File: src/rtl/core/a1rsc_pkg.sv
// Package for the A1 range syntax checker: parse state codes, character
// constants, the registered item type and character class helpers.
// No dependencies.
`default_nettype none

package a1rsc_pkg;

	// Parse state codes
	typedef enum logic [3:0] {
		ST_START     = 4'd0,
		ST_QUOTED    = 4'd1,
		ST_QPEND     = 4'd2,
		ST_NAME_DONE = 4'd3,
		ST_SHEET_SEP = 4'd4,
		ST_COL       = 4'd5,
		ST_ROW       = 4'd6,
		ST_RANGE_SEP = 4'd7,
		ST_ERROR     = 4'd8
	} parse_state_t;

	// Quote and separator characters
	localparam logic [7:0] CH_QUOTE = 8'h27;
	localparam logic [7:0] CH_BANG  = 8'h21;
	localparam logic [7:0] CH_COLON = 8'h3A;

	// One item held in the input register
	typedef struct packed {
		logic       valid;
		logic [7:0] text_byte;
		logic       end_marker;
	} item_t;

	function automatic logic is_letter(input logic [7:0] c);
		return ((c >= 8'h41) && (c <= 8'h5A)) || ((c >= 8'h61) && (c <= 8'h7A));
	endfunction

	function automatic logic is_digit(input logic [7:0] c);
		return (c >= 8'h30) && (c <= 8'h39);
	endfunction

endpackage

`default_nettype wire

File: src/rtl/core/a1rsc_if.sv
// Valid/ready channel interfaces for the A1 range syntax checker:
// character input channel and verdict output channel. No dependencies.
`default_nettype none

interface a1rsc_in_if;
	logic       valid;
	logic       ready;
	logic [7:0] text_byte;
	logic       end_marker;

	modport source (output valid, output text_byte, output end_marker, input ready);
	modport sink   (input valid, input text_byte, input end_marker, output ready);
endinterface

interface a1rsc_out_if;
	logic valid;
	logic ready;
	logic is_valid;

	modport source (output valid, output is_valid, input ready);
	modport sink   (input valid, input is_valid, output ready);
endinterface

`default_nettype wire

File: src/rtl/core/a1_range_syntax_checker_unit.sv
// A1 range syntax checker, top level. A verdict passes from its end-marker
// transfer through the input register, then the result register.
// Throughput: one character or end marker per cycle, set by the parse
// state update; an end marker waits only while an unread verdict stalls.
// Reset (arst_n, asynchronous, active low) empties both registers and returns
// the parse state to start with no '!' or ':' seen.
`default_nettype none

module a1_range_syntax_checker_unit (
	input  wire logic   clk,
	input  wire logic   arst_n,
	a1rsc_in_if.sink    text_in,
	a1rsc_out_if.source verdict_out
);
	import a1rsc_pkg::*;

	item_t item_s1;
	logic  item_ready;

	a1rsc_in_reg u_in_reg (
		.clk        (clk),
		.arst_n     (arst_n),
		.text_in    (text_in),
		.item_s1    (item_s1),
		.item_ready (item_ready)
	);

	a1rsc_core u_core (
		.clk         (clk),
		.arst_n      (arst_n),
		.item_s1     (item_s1),
		.item_ready  (item_ready),
		.verdict_out (verdict_out)
	);

	// An end marker never overwrites a verdict that is still stalled
	a_no_overwrite: assert property (@(posedge clk) disable iff (!arst_n)
		(item_s1.valid && item_s1.end_marker && verdict_out.valid && !verdict_out.ready)
		|-> !item_ready)
		else $error("end marker advanced over a stalled verdict");

	// A fresh verdict follows an end-marker transfer out of the input register
	a_verdict_source: assert property (@(posedge clk) disable iff (!arst_n)
		(!verdict_out.valid || verdict_out.ready) ##1 verdict_out.valid
		|-> $past(item_s1.valid && item_s1.end_marker && item_ready))
		else $error("verdict without an end marker");

	// A held item stays in the input register
	a_item_held: assert property (@(posedge clk) disable iff (!arst_n)
		(item_s1.valid && !item_ready) |=> (item_s1.valid && $stable(item_s1.end_marker)))
		else $error("stalled item lost");

	// Input stage accepts whenever a character is moving on
	a_char_flow: assert property (@(posedge clk) disable iff (!arst_n)
		(item_s1.valid && !item_s1.end_marker) |-> text_in.ready)
		else $error("character item stalled the input");

endmodule

`default_nettype wire

File: src/rtl/core/a1rsc_in_reg.sv
// Input register stage: captures one character or end-marker transfer.
// Depends on a1rsc_pkg and a1rsc_in_if.
`default_nettype none

module a1rsc_in_reg (
	input  wire logic           clk,
	input  wire logic           arst_n,
	a1rsc_in_if.sink            text_in,
	output a1rsc_pkg::item_t    item_s1,
	input  wire logic           item_ready
);
	import a1rsc_pkg::*;

	logic       valid_s1;
	logic [7:0] byte_s1;
	logic       end_s1;

	// Stage is free when empty or when its item moves on this cycle
	assign text_in.ready = !valid_s1 || item_ready;

	always_ff @(posedge clk or negedge arst_n) begin
		if (!arst_n) begin
			valid_s1 <= 1'b0;
		end else if (text_in.ready) begin
			valid_s1 <= text_in.valid;
		end
	end

	// Payload needs no reset
	always_ff @(posedge clk) begin
		if (text_in.valid && text_in.ready) begin
			byte_s1 <= text_in.text_byte;
			end_s1  <= text_in.end_marker;
		end
	end

	assign item_s1 = '{valid: valid_s1, text_byte: byte_s1, end_marker: end_s1};

endmodule

`default_nettype wire

File: src/rtl/core/a1rsc_core.sv
// Parse state machine and verdict register: advances the parse state by
// one character per cycle and registers the verdict on an end marker.
// Depends on a1rsc_pkg and a1rsc_out_if.
`default_nettype none

module a1rsc_core (
	input  wire logic              clk,
	input  wire logic              arst_n,
	input  wire a1rsc_pkg::item_t  item_s1,
	output logic                   item_ready,
	a1rsc_out_if.source            verdict_out
);
	import a1rsc_pkg::*;

	parse_state_t parse_state_q;
	logic         bang_q;
	logic         colon_q;
	logic         out_valid_q;
	logic         result_q;

	parse_state_t nxt_state;
	logic         nxt_bang;
	logic         nxt_colon;
	logic         verdict;
	logic         fire;
	logic [7:0]   c;

	assign c = item_s1.text_byte;

	// Characters never stall; an end marker needs room in the result register
	assign item_ready = !item_s1.end_marker || !out_valid_q || verdict_out.ready;
	assign fire       = item_s1.valid && item_ready;

	// Next-state logic for one character
	always_comb begin
		nxt_state = ST_ERROR;
		nxt_bang  = bang_q;
		nxt_colon = colon_q;
		case (parse_state_q)
			ST_START: begin
				if (c == CH_QUOTE)    nxt_state = ST_QUOTED;
				else if (is_letter(c)) nxt_state = ST_COL;
				else if (is_digit(c))  nxt_state = ST_ROW;
			end
			ST_QUOTED: begin
				nxt_state = (c == CH_QUOTE) ? ST_QPEND : ST_QUOTED;
			end
			ST_QPEND, ST_NAME_DONE: begin
				if (parse_state_q == ST_QPEND && c == CH_QUOTE) begin
					nxt_state = ST_QUOTED;
				end else if (c == CH_BANG && !bang_q) begin
					nxt_state = ST_SHEET_SEP;
					nxt_bang  = 1'b1;
				end
			end
			ST_SHEET_SEP, ST_RANGE_SEP: begin
				if (is_letter(c))     nxt_state = ST_COL;
				else if (is_digit(c)) nxt_state = ST_ROW;
			end
			ST_COL, ST_ROW: begin
				if (is_digit(c)) begin
					nxt_state = ST_ROW;
				end else if (parse_state_q == ST_COL && is_letter(c)) begin
					nxt_state = ST_COL;
				end else if (c == CH_BANG && !bang_q) begin
					nxt_state = ST_SHEET_SEP;
					nxt_bang  = 1'b1;
				end else if (c == CH_COLON && !colon_q) begin
					nxt_state = ST_RANGE_SEP;
					nxt_colon = 1'b1;
				end
			end
			default: begin
				nxt_state = ST_ERROR;
			end
		endcase
	end

	// Accepting end states
	assign verdict = parse_state_q inside {ST_COL, ST_ROW, ST_NAME_DONE, ST_QPEND};

	// Parse state; an end marker returns to the start state
	always_ff @(posedge clk or negedge arst_n) begin
		if (!arst_n) begin
			parse_state_q <= ST_START;
			bang_q        <= 1'b0;
			colon_q       <= 1'b0;
		end else if (fire) begin
			if (item_s1.end_marker) begin
				parse_state_q <= ST_START;
				bang_q        <= 1'b0;
				colon_q       <= 1'b0;
			end else begin
				parse_state_q <= nxt_state;
				bang_q        <= nxt_bang;
				colon_q       <= nxt_colon;
			end
		end
	end

	// Result register valid
	always_ff @(posedge clk or negedge arst_n) begin
		if (!arst_n) begin
			out_valid_q <= 1'b0;
		end else if (fire && item_s1.end_marker) begin
			out_valid_q <= 1'b1;
		end else if (verdict_out.ready) begin
			out_valid_q <= 1'b0;
		end
	end

	always_ff @(posedge clk) begin
		if (fire && item_s1.end_marker) begin
			result_q <= verdict;
		end
	end

	assign verdict_out.valid    = out_valid_q;
	assign verdict_out.is_valid = result_q;

endmodule

`default_nettype wire

File: src/flat_wrapper.sv
// flat-port wrapper written by rule: the top's interface ports become plain ports
module a1_range_syntax_checker_unit_flat import a1rsc_pkg::*;
  (clk, arst_n, text_in_valid, text_in_text_byte, text_in_end_marker, text_in_ready, verdict_out_valid, verdict_out_is_valid, verdict_out_ready);
  a1rsc_in_if text_in_i ();
  a1rsc_out_if verdict_out_i ();
  input  wire logic clk;
  input  wire logic arst_n;
  input wire logic [$bits(text_in_i.valid)-1:0] text_in_valid;
  input wire logic [$bits(text_in_i.text_byte)-1:0] text_in_text_byte;
  input wire logic [$bits(text_in_i.end_marker)-1:0] text_in_end_marker;
  output wire logic [$bits(text_in_i.ready)-1:0] text_in_ready;
  output wire logic [$bits(verdict_out_i.valid)-1:0] verdict_out_valid;
  output wire logic [$bits(verdict_out_i.is_valid)-1:0] verdict_out_is_valid;
  input wire logic [$bits(verdict_out_i.ready)-1:0] verdict_out_ready;
  assign text_in_i.valid = text_in_valid;
  assign text_in_i.text_byte = text_in_text_byte;
  assign text_in_i.end_marker = text_in_end_marker;
  assign text_in_ready = text_in_i.ready;
  assign verdict_out_valid = verdict_out_i.valid;
  assign verdict_out_is_valid = verdict_out_i.is_valid;
  assign verdict_out_i.ready = verdict_out_ready;
  a1_range_syntax_checker_unit u_core (.clk(clk), .arst_n(arst_n), .text_in(text_in_i), .verdict_out(verdict_out_i));
endmodule
File: config.mk
export PLATFORM = sky130hd
export DESIGN_NAME = a1_range_syntax_checker_unit_flat
export DESIGN_NICKNAME = d
export VERILOG_FILES = /design/src/rtl/core/a1rsc_pkg.sv /design/src/rtl/core/a1rsc_if.sv /design/src/rtl/core/a1_range_syntax_checker_unit.sv /design/src/rtl/core/a1rsc_in_reg.sv /design/src/rtl/core/a1rsc_core.sv /design/src/flat_wrapper.sv
export SDC_FILE = /design/constraint.sdc
export NUM_CORES = 1
export LEC_CHECK = 0
export ABC_AREA = 1
export BUFFER_PORTS_ARGS = -buffer_cell sky130_fd_sc_hd__buf_2
export CAP_MARGIN = 40
export CORE_MARGIN = 4
export CORE_UTILIZATION = 50
export CTS_CLUSTER_SIZE = 12
export DETAILED_ROUTE_END_ITERATION = 10
export PLACE_DENSITY = 0.73
export SLEW_MARGIN = 0
export SYNTH_ARGS = -nofsm -noshare
export SYNTH_HDL_FRONTEND = slang
export SYNTH_SLANG_ARGS = --single-unit
File: constraint.sdc
create_clock -name clk -period 1.6 [get_ports clk]
set_clock_uncertainty 0.2 [all_clocks]
set_input_delay 0.08 -clock clk [delete_from_list [all_inputs] [get_ports clk]]
set_output_delay 0.08 -clock clk [all_outputs]
set_load 0.02 [all_outputs]
# After elaboration in Yosys (flattened, before gate mapping)
# Cells that the tools add are included.
[totals]
register_bits = 18
inputBits = 13
out_inout_bits = 3
word_cells = 86
[classes]
magnitude_cmp = 6
eq_ne = 16
n_mux = 26
reduce_logical = 30
[op_table]
columns = ["cell", "count"]
rows = [
  ["4-bit two-way mux", 10],
  ["8-bit by 6-bit == test with 1-bit output (second input constant)", 3],
  ["4-bit one-hot mux with 5 select lines", 1],
  ["4-bit by 3-bit == test with 1-bit output (second input constant)", 4],
  ["8-bit by 7-bit greater-or-equal comparator with 1-bit output (second input constant)", 2],
  ["8-bit by 7-bit <= comparator with 1-bit output (second input constant)", 2],
  ["1-bit two-way mux", 13],
  ["1-bit logical AND", 10],
  ["3-bit by 2-bit inequality test with 1-bit output (second input constant)", 3],
  ["4-bit by 2-bit == test with 1-bit output (second input constant)", 2],
  ["8-bit by 6-bit greater-or-equal comparator with 1-bit output (second input constant)", 1],
  ["8-bit by 6-bit <= comparator with 1-bit output (second input constant)", 1],
  ["2-bit by 1-bit inequality test with 1-bit output (second input constant)", 3],
  ["6-bit AND reduction", 1],
  ["2-bit nonzero test", 3],
  ["2-bit OR reduction", 3],
  ["1-bit zero test", 5],
  ["5-bit AND reduction", 1],
  ["4-bit by 1-bit == test with 1-bit output (second input constant)", 1],
  ["4-bit zero test", 1],
  ["1-bit logical OR", 4],
  ["4-bit nonzero test", 1],
  ["3-bit nonzero test", 1],
  ["2-bit two-way mux", 1],
  ["1-bit one-hot mux with 2 select lines", 1],
]

# Logic depth before layout (Yosys ltp)
[depth]
depth_word = 8
mapped_depth = 14
ltp_nobuf = 14

# Modules after synthesis
# A second synthesis with hierarchy kept.
[unflattened]
hier_cells = 161
hier_area_um2 = 1136.1
[by_module_without_submodules]
columns = ["mod", "instances", "cells_each", "area_each_um2", "seq_area_each_um2"]
rows = [
  ["a1rsc_core", 1, 144, 805.8, 205.2],
  ["a1rsc_in_reg", 1, 17, 330.3, 295.3],
]

# Worst setup path before layout
# No wires, ideal clock.
[synth_path]
path_type = "register to register"
start = "register u_core.u_in_reg.byte_s1[7]"
end = "register u_core.u_core.bang_q"
setup_time_ns = 0.124
arrival_time_ns = 1.309
required_ns = 1.276
slack_ns = -0.032
path_stages_with_launch = 15
n_path_buf = 0
period_less_slack_ns = 1.632
cell_sequence = "edfxtp_1 > inv_2 > nand2_2 > nor2_1 > nand2_1 > nand2_1 > nand2_1 > nand2_4 > nand2_4 > nand2_4 > nand2_2 > nand2_1 > nand2_2 > nand2_1 > o21ai_2"
[synth_between]
elab_chain_len = 7
elab_cells_between_ends = 25
[synth_lines]
columns = ["item", "line", "text"]
rows = [
  ["from (decl)", "a1rsc_in_reg.sv:15", "logic [7:0] byte_s1;"],
  ["from (signal assigned)", "a1rsc_in_reg.sv:32", "byte_s1 <= text_in.text_byte;"],
  ["parallel branches: the longest is 7 deep, another holds 8-bit by 7-bit greater-or-equal comparator with 1-bit output", "--", ""],
  ["to (signal assigned)", "a1rsc_core.sv:95", "bang_q <= nxt_bang;"],
  ["to (decl)", "a1rsc_core.sv:16", "logic bang_q;"],
]
# Several ways; the timed one is not identified. The select of a mux whose other input is x is not followed.
# A chain may end at the register's enable or synchronous reset.

# Worst setup path after layout
[layout_path]
start = "register u_core.u_in_reg.byte_s1[5]"
end = "register u_core.u_core.bang_q"
# The elaborated chain is that of the path after synthesis.

==> tab_implementation.tex <==
\begin{tabular}{lr}
\hline
Metric & Value \\
\hline
\multicolumn{2}{l}{\textbf{Status}} \\
\quad Outcome & finished, violations left \\
\quad Violated checks & negative setup slack \\
\multicolumn{2}{l}{\textbf{Global routing}} \\
\quad Most Crowded Layer GR & met2 \\
\quad First-pass GRT wire length & 5910 um \\
\quad GRT overflow & 0 \\
\quad Number of global-route vias before repair & 1346 \\
\quad Met2 demand-to-capacity share in global routing & 39.4\% \\
\quad Met1 Track Usage GR & 28.3\% \\
\quad Largest net degree at the start of global routing & 11 \\
\quad Total Routing Usage GR & 22.4\% \\
\quad Initial antenna violation count & 0 \\
\quad Met3 capacity usage during global routing & 3.17\% \\
\multicolumn{2}{l}{\textbf{Synthesis}} \\
\quad Portion of synthesized cell area occupied by the leading cell type & 24.4\% \\
\quad Cell type with the highest aggregate area in the netlist & edfxtp\_1 \\
\quad Fraction of synthesis flops using an asynchronous set or reset pin & 44.4\% \\
\quad Number of synthesized flops with an enable pin & 10 \\
\quad Mapped cell area & 1230 um\^{}2 \\
\quad Synthesized Nets & 190 \\
\quad Average instance area after synthesis & 6.95 um\^{}2 \\
\quad Synth Instances & 177 \\
\quad Number of warnings issued by yosys & 0 \\
\quad Part of the Yosys area used for sequential elements & 40.7\% \\
\quad Biggest area contributors in the synthesized netlist & edfxtp\_1, nand2\_1, dfrtp\_1 \\
\quad Predominant post-synthesis flop cell & edfxtp\_1 \\
\quad Number of distinct library cell variants in the gate-level netlist after synthesis & 24 \\
\quad Yosys reg bits & 18 \\
\multicolumn{2}{l}{\textbf{Worst setup path}} \\
\quad Crit path max-delay family & simple AND/OR/NAND/NOR gates \\
\quad Critical path's slowest cell & edfxtp\_1 \\
\quad CP max stage delay & 0.47 ns \\
\quad CP max FO & 5 \\
\quad CP required & 1.58 ns \\
\quad CP startpoint kind & register \\
\quad Critical path buffer and inverter count & 0 \\
\quad Cell-by-cell listing of the critical path & nand2\_2 -> nor2\_4 -> nand2\_1 -> nand2\_1 -> nand2\_1 -> nand2\_2 -> nand2\_4 -> nand2\_4 -> nand2\_2 -> nand2\_1 -> nand2\_2 -> nand2\_1 -> o21ai\_2 \\
\quad Critical path endpoint category & register \\
\quad Start-to-end type of the worst setup path & reg2reg \\
\quad R2R Setup Slk & -0.31 ns \\
\quad Most common cell on crit path & nand2\_1 \\
\quad Crit path DAT & 1.89 ns \\
\multicolumn{2}{l}{\textbf{Power}} \\
\quad Internal power consumption & 911 uW \\
\quad Part of the total power dissipated in combinational logic & 42.9\% \\
\quad Sequential group share of total power & 40.9\% \\
\quad Switching part of the total power & 36.6\% \\
\quad Part of the total power dissipated in the clock network & 16.2\% \\
\quad Pwr per Cell Area & 802 nW/um\^{}2 \\
\quad Final Power & 1440 uW \\
\quad Total net switching power & 527 uW \\
\quad Peak supply drop & 0.000772 V \\
\quad Lkg Pwr & 0.000930 uW \\
\multicolumn{2}{l}{\textbf{Timing}} \\
\quad Fmax achieved & 524 MHz \\
\quad Final setup fails & 6 \\
\quad RSZ-0062 raised after global routing & yes \\
\quad Final worst path period share & 119\% \\
\quad Final hold vios & 0 \\
\quad Worst-case setup margin in the final layout & -0.308 ns \\
\quad Setup\_tns & -1.34 ns \\
\quad Worst slew margin relative to its limit & 73.6\% \\
\quad Measured slew at the worst slew-check pin & 0.393 ns \\
\quad Clock period minus final worst setup slack & 1.91 ns \\
\quad Pins Over Slew Limit & 0 \\
\multicolumn{2}{l}{\textbf{Floorplan}} \\
\quad Vert. Die Dim & 57.6 um \\
\quad Die outline width & 57.6 um \\
\quad Core area & 2280 um\^{}2 \\
\quad Total I/O pin count & 16 \\
\quad Die Footprint & 3320 um\^{}2 \\
\quad Starting density of the core & 54.0\% \\
\quad Number of cell rows & 17 \\
\multicolumn{2}{l}{\textbf{Worst hold path}} \\
\quad Type of the worst min-delay path & in2reg \\
\multicolumn{2}{l}{\textbf{Final layout}} \\
\quad Commonest cells after routing, fill and taps aside & nand2\_1, inv\_1, buf\_4 \\
\quad Number of fill cells & 157 \\
\quad Combined area of the multi-input logic cells & 719 um\^{}2 \\
\quad Fraction of final layout cells with drive strength greater than 1 & 36.9\% \\
\quad Relative area change from synthesis to final layout & 45.8\% \\
\quad Sequential cell area & 500 um\^{}2 \\
\quad Nets & 247 \\
\quad Most frequent standard cell in the layout excluding fill and tap cells & nand2\_1 \\
\quad Antenna Diode Count & 0 \\
\quad Design area & 1790 um\^{}2 \\
\quad Final core utilization & 78.8\% \\
\multicolumn{2}{l}{\textbf{Placement}} \\
\quad Area after detailed placement & 1470 um\^{}2 \\
\quad HPWL reported at the end of detailed placement & 2190 um \\
\quad Buffers on Ports & 15 \\
\quad Gpl congestion & 0.968 \\
\multicolumn{2}{l}{\textbf{Route}} \\
\quad Detailed-router iteration count before antenna repair & 4 \\
\quad WL final & 3640 um \\
\quad Final routed wire length divided by cell count & 13.9 um \\
\quad Average via count per standard cell & 5.29 \\
\quad Number of DRC violations after detailed-routing iteration 0 & 83 \\
\quad Final routed DRC violation total & 0 \\
\quad Via count & 1380 \\
\quad Antenna-violating nets left & 0 \\
\multicolumn{2}{l}{\textbf{Clock tree}} \\
\quad Insertion delay to the later sink of the worst-skew pair & 0.29 ns \\
\quad Clock tree root driver cell & clkbuf\_4 \\
\quad TritonCTS Buffers & 3 \\
\quad Total clock sinks & 18 \\
\quad CTS tree & built \\
\quad Clk buf depth & 2 \\
\quad Depth of the CTS H-tree & 1 \\
\quad Clk pin slew, worst setup/hold paths & 0.10 ns \\
\multicolumn{2}{l}{\textbf{Run}} \\
\quad Max Cap Violations & 0 \\
\hline
\end{tabular}
-- final timing paths --
check | from | endpoint | cells after the start
setup / recovery | u_core.u_in_reg.byte_s1[5]$_DFFE_PP_ | u_core.u_core.bang_q$_DFFE_PN0P_ | 13
hold / removal | verdict_out_ready | u_core.u_core.verdict_out.valid$_DFFE_PN0P_ | 5
setup reg to reg | u_core.u_in_reg.byte_s1[5]$_DFFE_PP_ | u_core.u_core.bang_q$_DFFE_PN0P_ | 13
hold reg to reg | u_core.u_core.parse_state_q[2]$_DFFE_PN0P_ | u_core.u_core.parse_state_q[2]$_DFFE_PN0P_ | 2
max in group asynchronous | arst_n | u_core.u_core.colon_q$_DFFE_PN0P_ | 3
min in group asynchronous | arst_n | u_core.u_core.parse_state_q[2]$_DFFE_PN0P_ | 3
-- Yosys cell counts (3+ instances only) --
library cell,instances
nand3_1,10
inv_1,27
nor3_1,4
nand2_2,8
inv_2,4
nand2_1,57
a21oi_1,5
nand2_4,3
nor2_1,24
edfxtp_1,10
dfrtp_1,8
-- stage by stage --
stage,setup slack [ns],cells,hold slack (ns)
floorplan,-0.0252,177,-0.416
global placement,-0.202,237,-0.269
detailed placement,-0.225,237,-0.266
CTS,-0.177,259,0.101
global route,-0.440,261,0.118
finish,-0.308,261,0.130
-- cell type report --
| type | instances | share of cell area, % |
|---|---|---|
| clock buffer | 4 | 1.47 |
| inverter | 31 | 6.49 |
| multi-input combinational | 128 | 40.1 |
| sequential | 18 | 27.9 |
| tap | 28 | 1.95 |
| timing repair buffer | 52 | 22.1 |
-- power by group through the flow --
stage	logic, uW	clock network, uW	registers [uW]
after floorplan	312	0	594
after global placement	505	0	591
after detailed placement	514	0	595
after CTS	562	234	585
after global routing	693	264	595
final	617	233	589
-- routing by layer --
layer | part of all wire [%] | vias to the layer above
met5 | 0 | -
met4 | 2.2 | 0
met3 | 7.2 | 16
met2 | 51 | 75
met1 | 40 | 624
li1 | - | 665
-- kinds of logic after synthesis --
kind of cell / count (synthesis) / synth area share, %
AOI/OAI and AO/OA: 14 / 7.83
and+or+nand+nor: 114 / 42.0
buffers and inverters: 31 / 9.46
DFF: 18 / 40.7
-- flip-flops by register name, indices dropped and copies added (netlist names) --
name                                cells
u_core.u_in_reg.end_s1                  1
u_core.u_in_reg.byte_s1                 8
u_core.u_core.bang_q                    1
u_core.u_core.parse_state_q             4
u_core.u_core.verdict_out.valid         1
u_core.u_core.colon_q                   1
u_core.u_core.verdict_out.is_valid      1
u_core.u_in_reg.valid_s1                1
-- worst register-to-register path, delay by kind of cell, from the launching register on --
kind / cells / cell delay (ns)
simple gates: 12 / 1.07
compound gates: 1 / 0.05
flops: 1 / 0.47
-- repair_timing --
action | CTS | global route
hold buffers | 14 | 0
endpoints found under the hold margin | 19 | 0
setup buffers | 4 | 3
endpoints found under the setup margin | 6 | 7
resized for setup | 10 | 22
pin swaps | 2 | 7
Power figures use the tool's default switching activity.
